[config.mk]
export PLATFORM = sky130hd
export DESIGN_NAME = rgb_to_hsv_converter
export DESIGN_NICKNAME = d
export VERILOG_FILES = /design/src/design/hsv_pkg.sv /design/src/design/hsv_prep.sv /design/src/design/hsv_div_step.sv /design/src/design/rgb_to_hsv_converter.sv
export SDC_FILE = /design/constraint.sdc
export NUM_CORES = 2
export LEC_CHECK = 0
export BUFFER_PORTS_ARGS = -buffer_cell sky130_fd_sc_hd__buf_4
export CAP_MARGIN = 20
export CORE_ASPECT_RATIO = 0.7
export CORE_MARGIN = 5
export CORE_UTILIZATION = 50
export CTS_CLUSTER_DIAMETER = 60
export DETAILED_ROUTE_END_ITERATION = 10
export PLACE_DENSITY = 0.68
export SKIP_CTS_REPAIR_TIMING = 1
export SLEW_MARGIN = 5
export SYNTH_ARGS = -nofsm -noshare
export SYNTH_HDL_FRONTEND = slang
export SYNTH_SLANG_ARGS = --single-unit
[constraint.sdc]
create_clock -name clk_i -period 20 [get_ports clk_i]
set_input_delay 0 -clock clk_i [delete_from_list [all_inputs] [get_ports clk_i]]
set_output_delay 0 -clock clk_i [all_outputs]
set_load 0.05 [all_outputs]
[src/design/hsv_pkg.sv]
// ----------------------------------------------------------------------------
// hsv_pkg
// shared types and constants of the rgb to hsv converter
// ----------------------------------------------------------------------------
package hsv_pkg;

  localparam int HUE_INT_BITS = 9;
  localparam int DEG_FULL     = 360;

  typedef enum logic [1:0] {
    SECTOR_RED,
    SECTOR_GREEN,
    SECTOR_BLUE
  } hsv_sector_e;

  typedef struct packed {
    logic valid;
    logic grey;
  } hsv_ctrl_t;

endpackage

[src/design/hsv_prep.sv]
// ----------------------------------------------------------------------------
// hsv_prep
// two front stages: max, min, sector and difference, then the dividends
// ----------------------------------------------------------------------------
module hsv_prep #(
  parameter int CHANNEL_BITS  = 8,
  parameter int HUE_FRAC_BITS = 6,
  parameter int WORK_BITS     = 23
) (
  input  logic                     clk_i,
  input  logic                     rst_ni,
  input  logic                     adv_i,
  input  logic                     valid_i,
  input  logic [CHANNEL_BITS-1:0]  red_i,
  input  logic [CHANNEL_BITS-1:0]  green_i,
  input  logic [CHANNEL_BITS-1:0]  blue_i,
  output hsv_pkg::hsv_ctrl_t       ctrl_o,
  output logic [CHANNEL_BITS-1:0]  bright_o,
  output logic [CHANNEL_BITS-1:0]  delta_o,
  output logic [WORK_BITS-1:0]     sat_num_o,
  output logic [WORK_BITS-1:0]     hue_num_o
);
  import hsv_pkg::*;

  localparam int C  = CHANNEL_BITS;
  localparam int TW = C + 4;

  // stage a
  logic [C-1:0]        mx, mn;
  logic signed [C:0]   diff;
  hsv_sector_e         sector;

  hsv_ctrl_t           a_ctrl_q, a_ctrl_d;
  logic [C-1:0]        a_mx_q, a_delta_q;
  logic signed [C:0]   a_diff_q;
  hsv_sector_e         a_sector_q;

  always_comb begin
    mx = red_i;
    mn = red_i;
    if (green_i > mx) mx = green_i;
    if (blue_i > mx) mx = blue_i;
    if (green_i < mn) mn = green_i;
    if (blue_i < mn) mn = blue_i;
  end

  always_comb begin
    priority if (red_i >= mx) begin
      sector = SECTOR_RED;
      diff   = signed'({1'b0, green_i}) - signed'({1'b0, blue_i});
    end else if (green_i >= mx) begin
      sector = SECTOR_GREEN;
      diff   = signed'({1'b0, blue_i}) - signed'({1'b0, red_i});
    end else begin
      sector = SECTOR_BLUE;
      diff   = signed'({1'b0, red_i}) - signed'({1'b0, green_i});
    end
  end

  always_comb begin
    a_ctrl_d.valid = valid_i;
    a_ctrl_d.grey  = (mx == mn);
  end

  always_ff @(posedge clk_i or negedge rst_ni) begin
    if (!rst_ni) begin
      a_ctrl_q <= '0;
    end else if (adv_i) begin
      a_ctrl_q <= a_ctrl_d;
    end
  end

  always_ff @(posedge clk_i) begin
    if (adv_i) begin
      a_mx_q     <= mx;
      a_delta_q  <= mx - mn;
      a_diff_q   <= diff;
      a_sector_q <= sector;
    end
  end

  // stage b
  logic [TW-1:0]        dlt_w, base, t_raw, t_wrap;
  logic [WORK_BITS-1:0] t_w, hue_num_d, sat_num_d;

  assign dlt_w = TW'(a_delta_q);

  always_comb begin
    unique case (a_sector_q)
      SECTOR_RED:   base = '0;
      SECTOR_GREEN: base = dlt_w << 1;
      SECTOR_BLUE:  base = dlt_w << 2;
      default:      base = '0;
    endcase
  end

  // wrap a negative hue by six sectors
  assign t_raw  = base + {{3{a_diff_q[C]}}, a_diff_q};
  assign t_wrap = t_raw[TW-1] ? (t_raw + (dlt_w << 2) + (dlt_w << 1)) : t_raw;
  assign t_w    = WORK_BITS'(t_wrap[C+2:0]);

  // 60 * t in the hue fraction grid
  assign hue_num_d = (t_w << (6 + HUE_FRAC_BITS)) - (t_w << (2 + HUE_FRAC_BITS));
  assign sat_num_d = (WORK_BITS'(a_delta_q) << C) - WORK_BITS'(a_delta_q);

  always_ff @(posedge clk_i or negedge rst_ni) begin
    if (!rst_ni) begin
      ctrl_o <= '0;
    end else if (adv_i) begin
      ctrl_o <= a_ctrl_q;
    end
  end

  always_ff @(posedge clk_i) begin
    if (adv_i) begin
      bright_o  <= a_mx_q;
      delta_o   <= a_delta_q;
      sat_num_o <= sat_num_d;
      hue_num_o <= hue_num_d;
    end
  end

endmodule

[src/design/hsv_div_step.sv]
// ----------------------------------------------------------------------------
// hsv_div_step
// one restoring step of the saturation and hue dividers, one quotient bit
// ----------------------------------------------------------------------------
module hsv_div_step #(
  parameter int CHANNEL_BITS = 8,
  parameter int QUOT_BITS    = 15,
  parameter int WORK_BITS    = 23,
  parameter int BIT_IDX      = 14
) (
  input  logic                     clk_i,
  input  logic                     rst_ni,
  input  logic                     adv_i,
  input  hsv_pkg::hsv_ctrl_t       ctrl_i,
  input  logic [CHANNEL_BITS-1:0]  bright_i,
  input  logic [CHANNEL_BITS-1:0]  delta_i,
  input  logic [WORK_BITS-1:0]     sat_rem_i,
  input  logic [WORK_BITS-1:0]     hue_rem_i,
  input  logic [QUOT_BITS-1:0]     sat_quo_i,
  input  logic [QUOT_BITS-1:0]     hue_quo_i,
  output hsv_pkg::hsv_ctrl_t       ctrl_o,
  output logic [CHANNEL_BITS-1:0]  bright_o,
  output logic [CHANNEL_BITS-1:0]  delta_o,
  output logic [WORK_BITS-1:0]     sat_rem_o,
  output logic [WORK_BITS-1:0]     hue_rem_o,
  output logic [QUOT_BITS-1:0]     sat_quo_o,
  output logic [QUOT_BITS-1:0]     hue_quo_o
);
  import hsv_pkg::*;

  logic [WORK_BITS-1:0] sat_sub, hue_sub;
  logic                 sat_ge, hue_ge;
  logic [WORK_BITS-1:0] sat_rem_d, hue_rem_d;
  logic [QUOT_BITS-1:0] sat_quo_d, hue_quo_d;

  assign sat_sub = WORK_BITS'(bright_i) << BIT_IDX;
  assign hue_sub = WORK_BITS'(delta_i) << BIT_IDX;
  assign sat_ge  = (sat_rem_i >= sat_sub);
  assign hue_ge  = (hue_rem_i >= hue_sub);

  always_comb begin
    sat_rem_d          = sat_ge ? (sat_rem_i - sat_sub) : sat_rem_i;
    hue_rem_d          = hue_ge ? (hue_rem_i - hue_sub) : hue_rem_i;
    sat_quo_d          = sat_quo_i;
    hue_quo_d          = hue_quo_i;
    sat_quo_d[BIT_IDX] = sat_ge;
    hue_quo_d[BIT_IDX] = hue_ge;
  end

  always_ff @(posedge clk_i or negedge rst_ni) begin
    if (!rst_ni) begin
      ctrl_o <= '0;
    end else if (adv_i) begin
      ctrl_o <= ctrl_i;
    end
  end

  always_ff @(posedge clk_i) begin
    if (adv_i) begin
      bright_o  <= bright_i;
      delta_o   <= delta_i;
      sat_rem_o <= sat_rem_d;
      hue_rem_o <= hue_rem_d;
      sat_quo_o <= sat_quo_d;
      hue_quo_o <= hue_quo_d;
    end
  end

endmodule

[src/design/rgb_to_hsv_converter.sv]
// ----------------------------------------------------------------------------
// rgb_to_hsv_converter
// pipelined rgb to hsv pixel converter
// ----------------------------------------------------------------------------
// one pixel word comes in on the s_axis channel (red, green, blue) and one
// hsv word leaves on the m_axis channel (hue, saturation, brightness).
// hue is in degrees with HUE_FRAC_BITS fraction bits, below 360; saturation
// is floor(max_code * delta / max); brightness is the largest channel.
// grey and black pixels give zero hue and saturation.
// there are two front stages, then one restoring divider stage per quotient
// bit, QUOT_BITS = max(9 + HUE_FRAC_BITS, CHANNEL_BITS), with saturation and
// hue divided side by side.
// throughput is one pixel per clock; every stage is a register, so a word
// enters on each cycle with s_axis_tready_o high.
// the whole pipeline moves together: when m_axis_tvalid_o is high and
// m_axis_tready_i is low it freezes and s_axis_tready_o drops, nothing
// is lost or repeated; bubbles move on while the output slot is empty.
// reset clears all valid bits; the output is idle after reset.
// ----------------------------------------------------------------------------
module rgb_to_hsv_converter #(
  parameter int CHANNEL_BITS  = 8,
  parameter int HUE_FRAC_BITS = 6,
  localparam int HUE_BITS     = 9 + HUE_FRAC_BITS,
  localparam int IN_BITS      = ((3 * CHANNEL_BITS + 7) / 8) * 8,
  localparam int OUT_BITS     = ((HUE_BITS + 2 * CHANNEL_BITS + 7) / 8) * 8
) (
  input  logic                clk_i,
  input  logic                rst_ni,
  input  logic                s_axis_tvalid_i,
  output logic                s_axis_tready_o,
  input  logic [IN_BITS-1:0]  s_axis_tdata_i,   // red, green, blue, zero pad
  output logic                m_axis_tvalid_o,
  input  logic                m_axis_tready_i,
  output logic [OUT_BITS-1:0] m_axis_tdata_o    // hue, saturation, brightness, zero pad
);
  import hsv_pkg::*;

  localparam int C          = CHANNEL_BITS;
  localparam int QUOT_BITS  = (HUE_BITS > C) ? HUE_BITS : C;
  localparam int WORK_BITS  = C + QUOT_BITS;

  logic adv;

  hsv_ctrl_t            st_ctrl   [QUOT_BITS+1];
  logic [C-1:0]         st_bright [QUOT_BITS+1];
  logic [C-1:0]         st_delta  [QUOT_BITS+1];
  logic [WORK_BITS-1:0] st_sat_rem[QUOT_BITS+1];
  logic [WORK_BITS-1:0] st_hue_rem[QUOT_BITS+1];
  logic [QUOT_BITS-1:0] st_sat_quo[QUOT_BITS+1];
  logic [QUOT_BITS-1:0] st_hue_quo[QUOT_BITS+1];

  hsv_ctrl_t            last_ctrl;
  logic [HUE_BITS-1:0]  hue;
  logic [C-1:0]         saturation;

  assign last_ctrl       = st_ctrl[QUOT_BITS];
  assign adv             = !last_ctrl.valid || m_axis_tready_i;
  assign s_axis_tready_o = adv;

  hsv_prep #(
    .CHANNEL_BITS  (C),
    .HUE_FRAC_BITS (HUE_FRAC_BITS),
    .WORK_BITS     (WORK_BITS)
  ) u_prep (
    .clk_i     (clk_i),
    .rst_ni    (rst_ni),
    .adv_i     (adv),
    .valid_i   (s_axis_tvalid_i),
    .red_i     (s_axis_tdata_i[C-1:0]),
    .green_i   (s_axis_tdata_i[2*C-1:C]),
    .blue_i    (s_axis_tdata_i[3*C-1:2*C]),
    .ctrl_o    (st_ctrl[0]),
    .bright_o  (st_bright[0]),
    .delta_o   (st_delta[0]),
    .sat_num_o (st_sat_rem[0]),
    .hue_num_o (st_hue_rem[0])
  );

  assign st_sat_quo[0] = '0;
  assign st_hue_quo[0] = '0;

  for (genvar k = 0; k < QUOT_BITS; k++) begin : g_div
    hsv_div_step #(
      .CHANNEL_BITS (C),
      .QUOT_BITS    (QUOT_BITS),
      .WORK_BITS    (WORK_BITS),
      .BIT_IDX      (QUOT_BITS - 1 - k)
    ) u_step (
      .clk_i     (clk_i),
      .rst_ni    (rst_ni),
      .adv_i     (adv),
      .ctrl_i    (st_ctrl[k]),
      .bright_i  (st_bright[k]),
      .delta_i   (st_delta[k]),
      .sat_rem_i (st_sat_rem[k]),
      .hue_rem_i (st_hue_rem[k]),
      .sat_quo_i (st_sat_quo[k]),
      .hue_quo_i (st_hue_quo[k]),
      .ctrl_o    (st_ctrl[k+1]),
      .bright_o  (st_bright[k+1]),
      .delta_o   (st_delta[k+1]),
      .sat_rem_o (st_sat_rem[k+1]),
      .hue_rem_o (st_hue_rem[k+1]),
      .sat_quo_o (st_sat_quo[k+1]),
      .hue_quo_o (st_hue_quo[k+1])
    );
  end

  assign hue        = last_ctrl.grey ? '0 : st_hue_quo[QUOT_BITS][HUE_BITS-1:0];
  assign saturation = last_ctrl.grey ? '0 : st_sat_quo[QUOT_BITS][C-1:0];

  assign m_axis_tvalid_o = last_ctrl.valid;
  assign m_axis_tdata_o  = OUT_BITS'({st_bright[QUOT_BITS], saturation, hue});

  hue_in_range_a: assert property (@(posedge clk_i) disable iff (!rst_ni)
    last_ctrl.valid && !last_ctrl.grey |->
      (WORK_BITS'(st_hue_quo[QUOT_BITS]) < (WORK_BITS'(DEG_FULL) << HUE_FRAC_BITS)))
    else $error("hue quotient beyond a full turn");

  sat_fits_a: assert property (@(posedge clk_i) disable iff (!rst_ni)
    last_ctrl.valid && !last_ctrl.grey |->
      (WORK_BITS'(st_sat_quo[QUOT_BITS]) < (WORK_BITS'(1) << C)))
    else $error("saturation quotient overflows the channel");

  hue_rem_a: assert property (@(posedge clk_i) disable iff (!rst_ni)
    last_ctrl.valid && !last_ctrl.grey |->
      (st_hue_rem[QUOT_BITS] < WORK_BITS'(st_delta[QUOT_BITS])))
    else $error("hue remainder not below delta");

  stall_blocks_a: assert property (@(posedge clk_i) disable iff (!rst_ni)
    m_axis_tvalid_o && !m_axis_tready_i |-> !s_axis_tready_o)
    else $error("input taken while output word stalled");

endmodule

After elaboration in Yosys (flattened, before gate mapping)

Cells that the tools add are included.

Register bits after elaboration: 1155
Output and inout port bits: 34

Add/sub/neg operators: 37
Equal/unequal tests: 3
Reduce and logical (&&, ||, !) cells: 2
Order comparisons: 36
Multiplexer cells: 39

Operator list:

| kind             | number |
|---|---|
| $mux W23         | 28 |
| $sub A23 B19 Y23 | 3 |
| $ge A23 B10 Y1   | 2 |
| $ge A23 B11 Y1   | 2 |
| $ge A23 B12 Y1   | 2 |
| $ge A23 B13 Y1   | 2 |
| $ge A23 B14 Y1   | 2 |
| $ge A23 B15 Y1   | 2 |
| $ge A23 B16 Y1   | 2 |
| $ge A23 B17 Y1   | 2 |
| $ge A23 B18 Y1   | 2 |
| $ge A23 B19 Y1   | 2 |
| $ge A23 B20 Y1   | 2 |
| $ge A23 B21 Y1   | 2 |
| $ge A23 B22 Y1   | 2 |
| $ge A23 B8 Y1    | 2 |
| $ge A23 B9 Y1    | 2 |
| $sub A23 B10 Y23 | 2 |
| $sub A23 B11 Y23 | 2 |
| $sub A23 B12 Y23 | 2 |
| $sub A23 B13 Y23 | 2 |
| $sub A23 B14 Y23 | 2 |
| $sub A23 B15 Y23 | 2 |
| $sub A23 B16 Y23 | 2 |
| 26 further kinds | 42 |

Logic depth before layout (Yosys ltp)

Depth after elaboration: 7
Mapped depth: 30
Gate-level depth less buffers: 28

Cells and area by module

Synthesis repeated with hierarchy kept, for this count alone.

Cell total of the unflattened synthesis: 5125
Area, all modules: 70563.9 sq um

Modules (own cells, without submodules):

| module                          | seq. area each (sq um) | instances | cells an instance | area each (sq um) |
|---|---|---|---|---|
| hsv_prep                        | 2322.2                 | 1         | 697               | 6922.9 |
| hsv_div_step (g_div[14].u_step) | 2812.7                 | 1         | 338               | 4548.1 |
| hsv_div_step (g_div[12].u_step) | 2812.7                 | 1         | 335               | 4530.6 |
| hsv_div_step (g_div[13].u_step) | 2812.7                 | 1         | 318               | 4433.0 |
| hsv_div_step (g_div[10].u_step) | 2812.7                 | 1         | 315               | 4374.2 |
| hsv_div_step (g_div[9].u_step)  | 2812.7                 | 1         | 304               | 4304.1 |
| hsv_div_step (g_div[11].u_step) | 2812.7                 | 1         | 309               | 4280.4 |
| hsv_div_step (g_div[6].u_step)  | 2812.7                 | 1         | 295               | 4264.1 |
| hsv_div_step (g_div[8].u_step)  | 2812.7                 | 1         | 299               | 4232.8 |
| hsv_div_step (g_div[7].u_step)  | 2812.7                 | 1         | 292               | 4216.5 |
| hsv_div_step (g_div[4].u_step)  | 2812.7                 | 1         | 279               | 4154.0 |
| hsv_div_step (g_div[5].u_step)  | 2812.7                 | 1         | 279               | 4057.6 |
| hsv_div_step (g_div[3].u_step)  | 2812.7                 | 1         | 271               | 4031.4 |
| hsv_div_step (g_div[1].u_step)  | 2812.7                 | 1         | 266               | 4016.4 |
| 3 more rows                     | --                     | --        | --                | -- |

Worst setup path before layout

Ideal clock, no wire load.

Path kind: reg-to-reg
Start: reg g_div[14].u_step.ctrl_o[1] (netlist name)
End: reg g_div[0].u_step.bright_o[0], enable pin
Cell stages (with the launch flop): 5
Period minus slack after synthesis: 22152 ps
Path slack: -2152 ps
Setup time: 1357 ps
Data required time: 18643 ps
Arrival: 20795 ps
Cells stage by stage: dfrtp_1 -> nor2b_1 -> clkbuf_1 -> buf_1 -> inv_1

Cells in the longest elaborated chain, start to end: 2

Ends and longest elaborated chain:

| item                      | RTL line                   | RTL |
|---|---|---|
| start, declared           | hsv_div_step.sv:21         | `output hsv_pkg::hsv_ctrl_t ctrl_o,` |
| start signal, assigned    | hsv_div_step.sv:54         | `ctrl_o <= ctrl_i;` |
| $logic_not A1 Y1          | rgb_to_hsv_converter.sv:57 | `assign adv = !last_ctrl.valid \|\| m_axis_tready_i;` |
| $logic_or A1 B1 Y1        | rgb_to_hsv_converter.sv:57 |  |
| named net s_axis_tready_o | rgb_to_hsv_converter.sv:30 | `output logic s_axis_tready_o,` |
| end signal, assigned      | hsv_div_step.sv:60         | `bright_o <= bright_i;` |
| end, declared             | hsv_div_step.sv:22         | `output logic [CHANNEL_BITS-1:0] bright_o,` |

The timed path passes the listed nets, and every way through them passes these cells.
A chain may end at the register's enable or synchronous reset.

Worst setup path after layout

Start: in s_axis_tdata_i[15]
End: reg u_prep.a_diff_q[0] (data pin)

Cells in the longest elaborated chain, start to end: 7
Elaborated cells on any way between the ends: 8

Ends and longest elaborated chain:

| item                     | RTL line                   | RTL |
|---|---|---|
| start, declared          | rgb_to_hsv_converter.sv:31 | `input logic [IN_BITS-1:0] s_axis_tdata_i,` |
| $gt A8 B8 Y1             | hsv_prep.sv:41             | `if (green_i > mx) mx = green_i;` |
| $mux W8 *                | hsv_prep.sv:41             |  |
| $gt A8 B8 Y1             | hsv_prep.sv:42             | `if (blue_i > mx) mx = blue_i;` |
| $mux W8 *                | hsv_prep.sv:42             |  |
| named net u_prep.mx[0]   | hsv_prep.sv:29             | `logic [C-1:0] mx, mn;` |
| $ge A8 B8 Y1             | hsv_prep.sv:51             | `end else if (green_i >= mx) begin` |
| $mux W9                  | hsv_prep.sv:51             |  |
| $mux W9 *                | hsv_prep.sv:48             | `priority if (red_i >= mx) begin` |
| named net u_prep.diff[0] | hsv_prep.sv:30             | `logic signed [C:0] diff;` |
| end signal, assigned     | hsv_prep.sv:77             | `a_diff_q <= diff;` |
| end, declared            | hsv_prep.sv:35             | `logic signed [C:0] a_diff_q;` |

Mark *: on every way through the listed nets, which the timed path passes. The rest lies on a longest branch.

==> impl_metrics.ini <==
[run_status]
status = finished with violations
failed_checks = negative hold slack

[route]
vias_per_cell = 5.35
via_count = 32339
dr.pass1.iters = 5
drt_iter0_drc = 2207
avgRoutedWirePerCell_um = 16.8
drt_wl_total_mm = 102
drc = 0
ant_nets = 0

[die]
initial_core_util_pct = 50.2
dieHeight_um = 283
num_io_pins = 62
fp.dieArea_um2 = 113000
core-area_um2 = 106000
dieWidth_um = 400
fp-row-count = 100

[setup_path]
rrSetupSlack_ps = 13920
worstPathRequired_ps = 20540
worstSetupPathType = in -> reg
cp-startpoint = s_axis_tdata_i[15]
endpoint = u_prep.a_diff_q[0]
r2r_end = u_prep.hue_num_o[22]
worstPathMaxFanout = 14
arrival_ps = 7070
r2r_cells = 24
end_kind = flip-flop
r2r_start = u_prep.a_sector_q[1]
crit_path_start_kind = input pin

[sta]
hold_viol_final = 2
hold-worst-slack_ps = -16.1
period_share_pct = 32.6
worst_pin_slew_ps = 1040
period_needed_ps = 6530
fin_skew_ps = 32.4
finalSetupTns_ps = 0
fmax_mhz = 153
slew_headroom_pct = 29.4
maxSlewViolCount = 0
setup_viol = 0
grt_setup_unrepaired = false
setup_ws_ps = 13470

[placement]
hpwlAfterDp_mm = 74.5
dp_slack_ps = 13340
io_buffers = 60
placedInstanceArea_um2 = 55400
place_congestion = 0.888

[synth]
synthCells = 4381
synth_ff_type = edfxtp_1
ys_ff_latch = 1042
yosysSeqAreaShare_pct = 58.5
synth_cell_types = 85
synth-edff-count = 1008
netlist_area_um2 = 53200
ys_warn_count = 0
synthArstFlopShare_pct = 3.26
avgSynthCellArea_um2 = 12.1

[clock_tree]
clkTransAtPathRegs_ps = 60
clock_sinks = 1042
cts-root-buf = clkbuf_16
clkLatencyLatePin_ps = 690
numCtsBuffers = 102
cts_tree = done
htreeDepth = 3
clockBufferDepth = 3

[min_path]
hp-class = in -> reg

[finish]
drive_above_1_share_pct = 8.05
utilization_pct = 55.6
finalInstanceArea_um2 = 58900
diodes = 0
final_common_cell = edfxtp_1
final_cell_mix = edfxtp_1 (1008), inv_1 (474), ha_1 (332), nor2_1 (315), nand2_1 (276)
syn_to_final_growth_pct = 10.8
nNetsFinal = 4935

[grt]
first_global_vias = 30734
overflow = 0
grt_first_pass_wirelength_mm = 164
grt.total_usage_pct = 18.1
grt_max_degree = 98
antenna_found_initial = 2

[flow_run]
cap_violations = 0
[critical path: stages]
cell and delay [ps]:
dlygate4sd3_1 520, buf_4 150, inv_1 50, ha_1 340
and3_1 270, o21ai_0 100, a21oi_1 120, nor2_1 760
a21oi_1 240, ha_1 370, a21oi_1 70, o22ai_1 140
o21ai_0 110, a32oi_2 560, nor2_1 110, a21oi_1 400
ha_1 320, nand2b_1 140, a21o_1 170, a21o_1 170
a21oi_1 170, nor2b_1 60, o21ai_0 180, a211o_1 480
mux2_2 390, mux2i_1 120, dlygate4sd3_1 550
[metal layers]
| metal | vias up | track usage [%] | wire [um] |
|---|---|---|---|
| li1 | 16180 | - | - |
| met1 | 15235 | 28.4 | 51700 |
| met2 | 778 | 25.9 | 42000 |
| met3 | 144 | 3.42 | 6040 |
| met4 | 2 | 4.35 | 2040 |
| met5 | - | 0 | 17 |
[cell type report]
class	instances	area, um^2
multi-input cells	2807	20100
clock inverters	66	563
fillers	8647	47100
inverters	477	1790
clock buffers	123	2730
flip-flops and latches	1042	31100
repair buffers	104	868
well taps	1428	1790
[worst min path at each step]
stage | cells past startpoint | to | slack, ps | startpoint
after floorplan | 0 | g_div[0].u_step.ctrl_o[0] | -300 | rst_ni
after global placement | 1 | g_div[10].u_step.ctrl_o[1] | -30 | rst_ni
after detailed placement | 1 | g_div[11].u_step.ctrl_o[1] | -30 | rst_ni
after CTS | 1 | g_div[11].u_step.ctrl_o[1] | -780 | rst_ni
after global routing | 4 | u_prep.a_diff_q[1] | 10 | s_axis_tdata_i[9]
final | 4 | u_prep.a_diff_q[2] | -20 | s_axis_tdata_i[10]
[synthesized netlist by cell type, drive strengths merged (86+ instances only)]
cell type	instances	area, um^2
nor4	87	591
edfxtp	1008	30300
o21ai	278	1390
a21oi	185	937
xnor2	176	1540
a21boi	86	646
ha	332	4150
nor3	99	495
xor2	143	1250
nor2b	108	676
nor2	315	1180
inv	477	1790
nand2	276	1040
[state kept, by name (all words and copies together) (netlist names), 7 cells and up]
name,flops
u_prep.bright_o,8
u_prep.hue_num_o,15
u_prep.a_delta_q,8
u_prep.delta_o,7
g_div.u_step.sat_quo_o,36
g_div.u_step.delta_o,98
u_prep.sat_num_o,17
g_div.u_step.sat_rem_o,322
u_prep.a_mx_q,8
g_div.u_step.bright_o,120
g_div.u_step.hue_quo_o,120
u_prep.a_diff_q,9
g_div.u_step.ctrl_o,30
g_div.u_step.hue_rem_o,238
[kinds of logic after synthesis]
| family | after synthesis | share of synthesized area [%] |
|---|---|---|
| AOI/OAI and AO/OA | 765 | 8.81 |
| buffers and inverters | 533 | 3.80 |
| xor gates and xnor gates | 319 | 5.25 |
| other | 1 | 0.00705 |
| and+or+nand+nor | 1226 | 11.7 |
| DFF | 1042 | 58.5 |
| muxes | 120 | 2.45 |
| adders and majority gates | 375 | 9.40 |
[stage by stage]
stage          hold WS (ps)  std cells
3_5_place_dp          -32.2       5840
2_1_floorplan          -296       4382
5_1_grt                14.2       6047
4_1_cts                -778       6029
3_3_place_gp          -33.0       5838
6_report              -16.1       6047
Power is left out: the tool's default activity adds up to more than one toggle a clock period on the data nets, which glitch-free logic cannot reach.
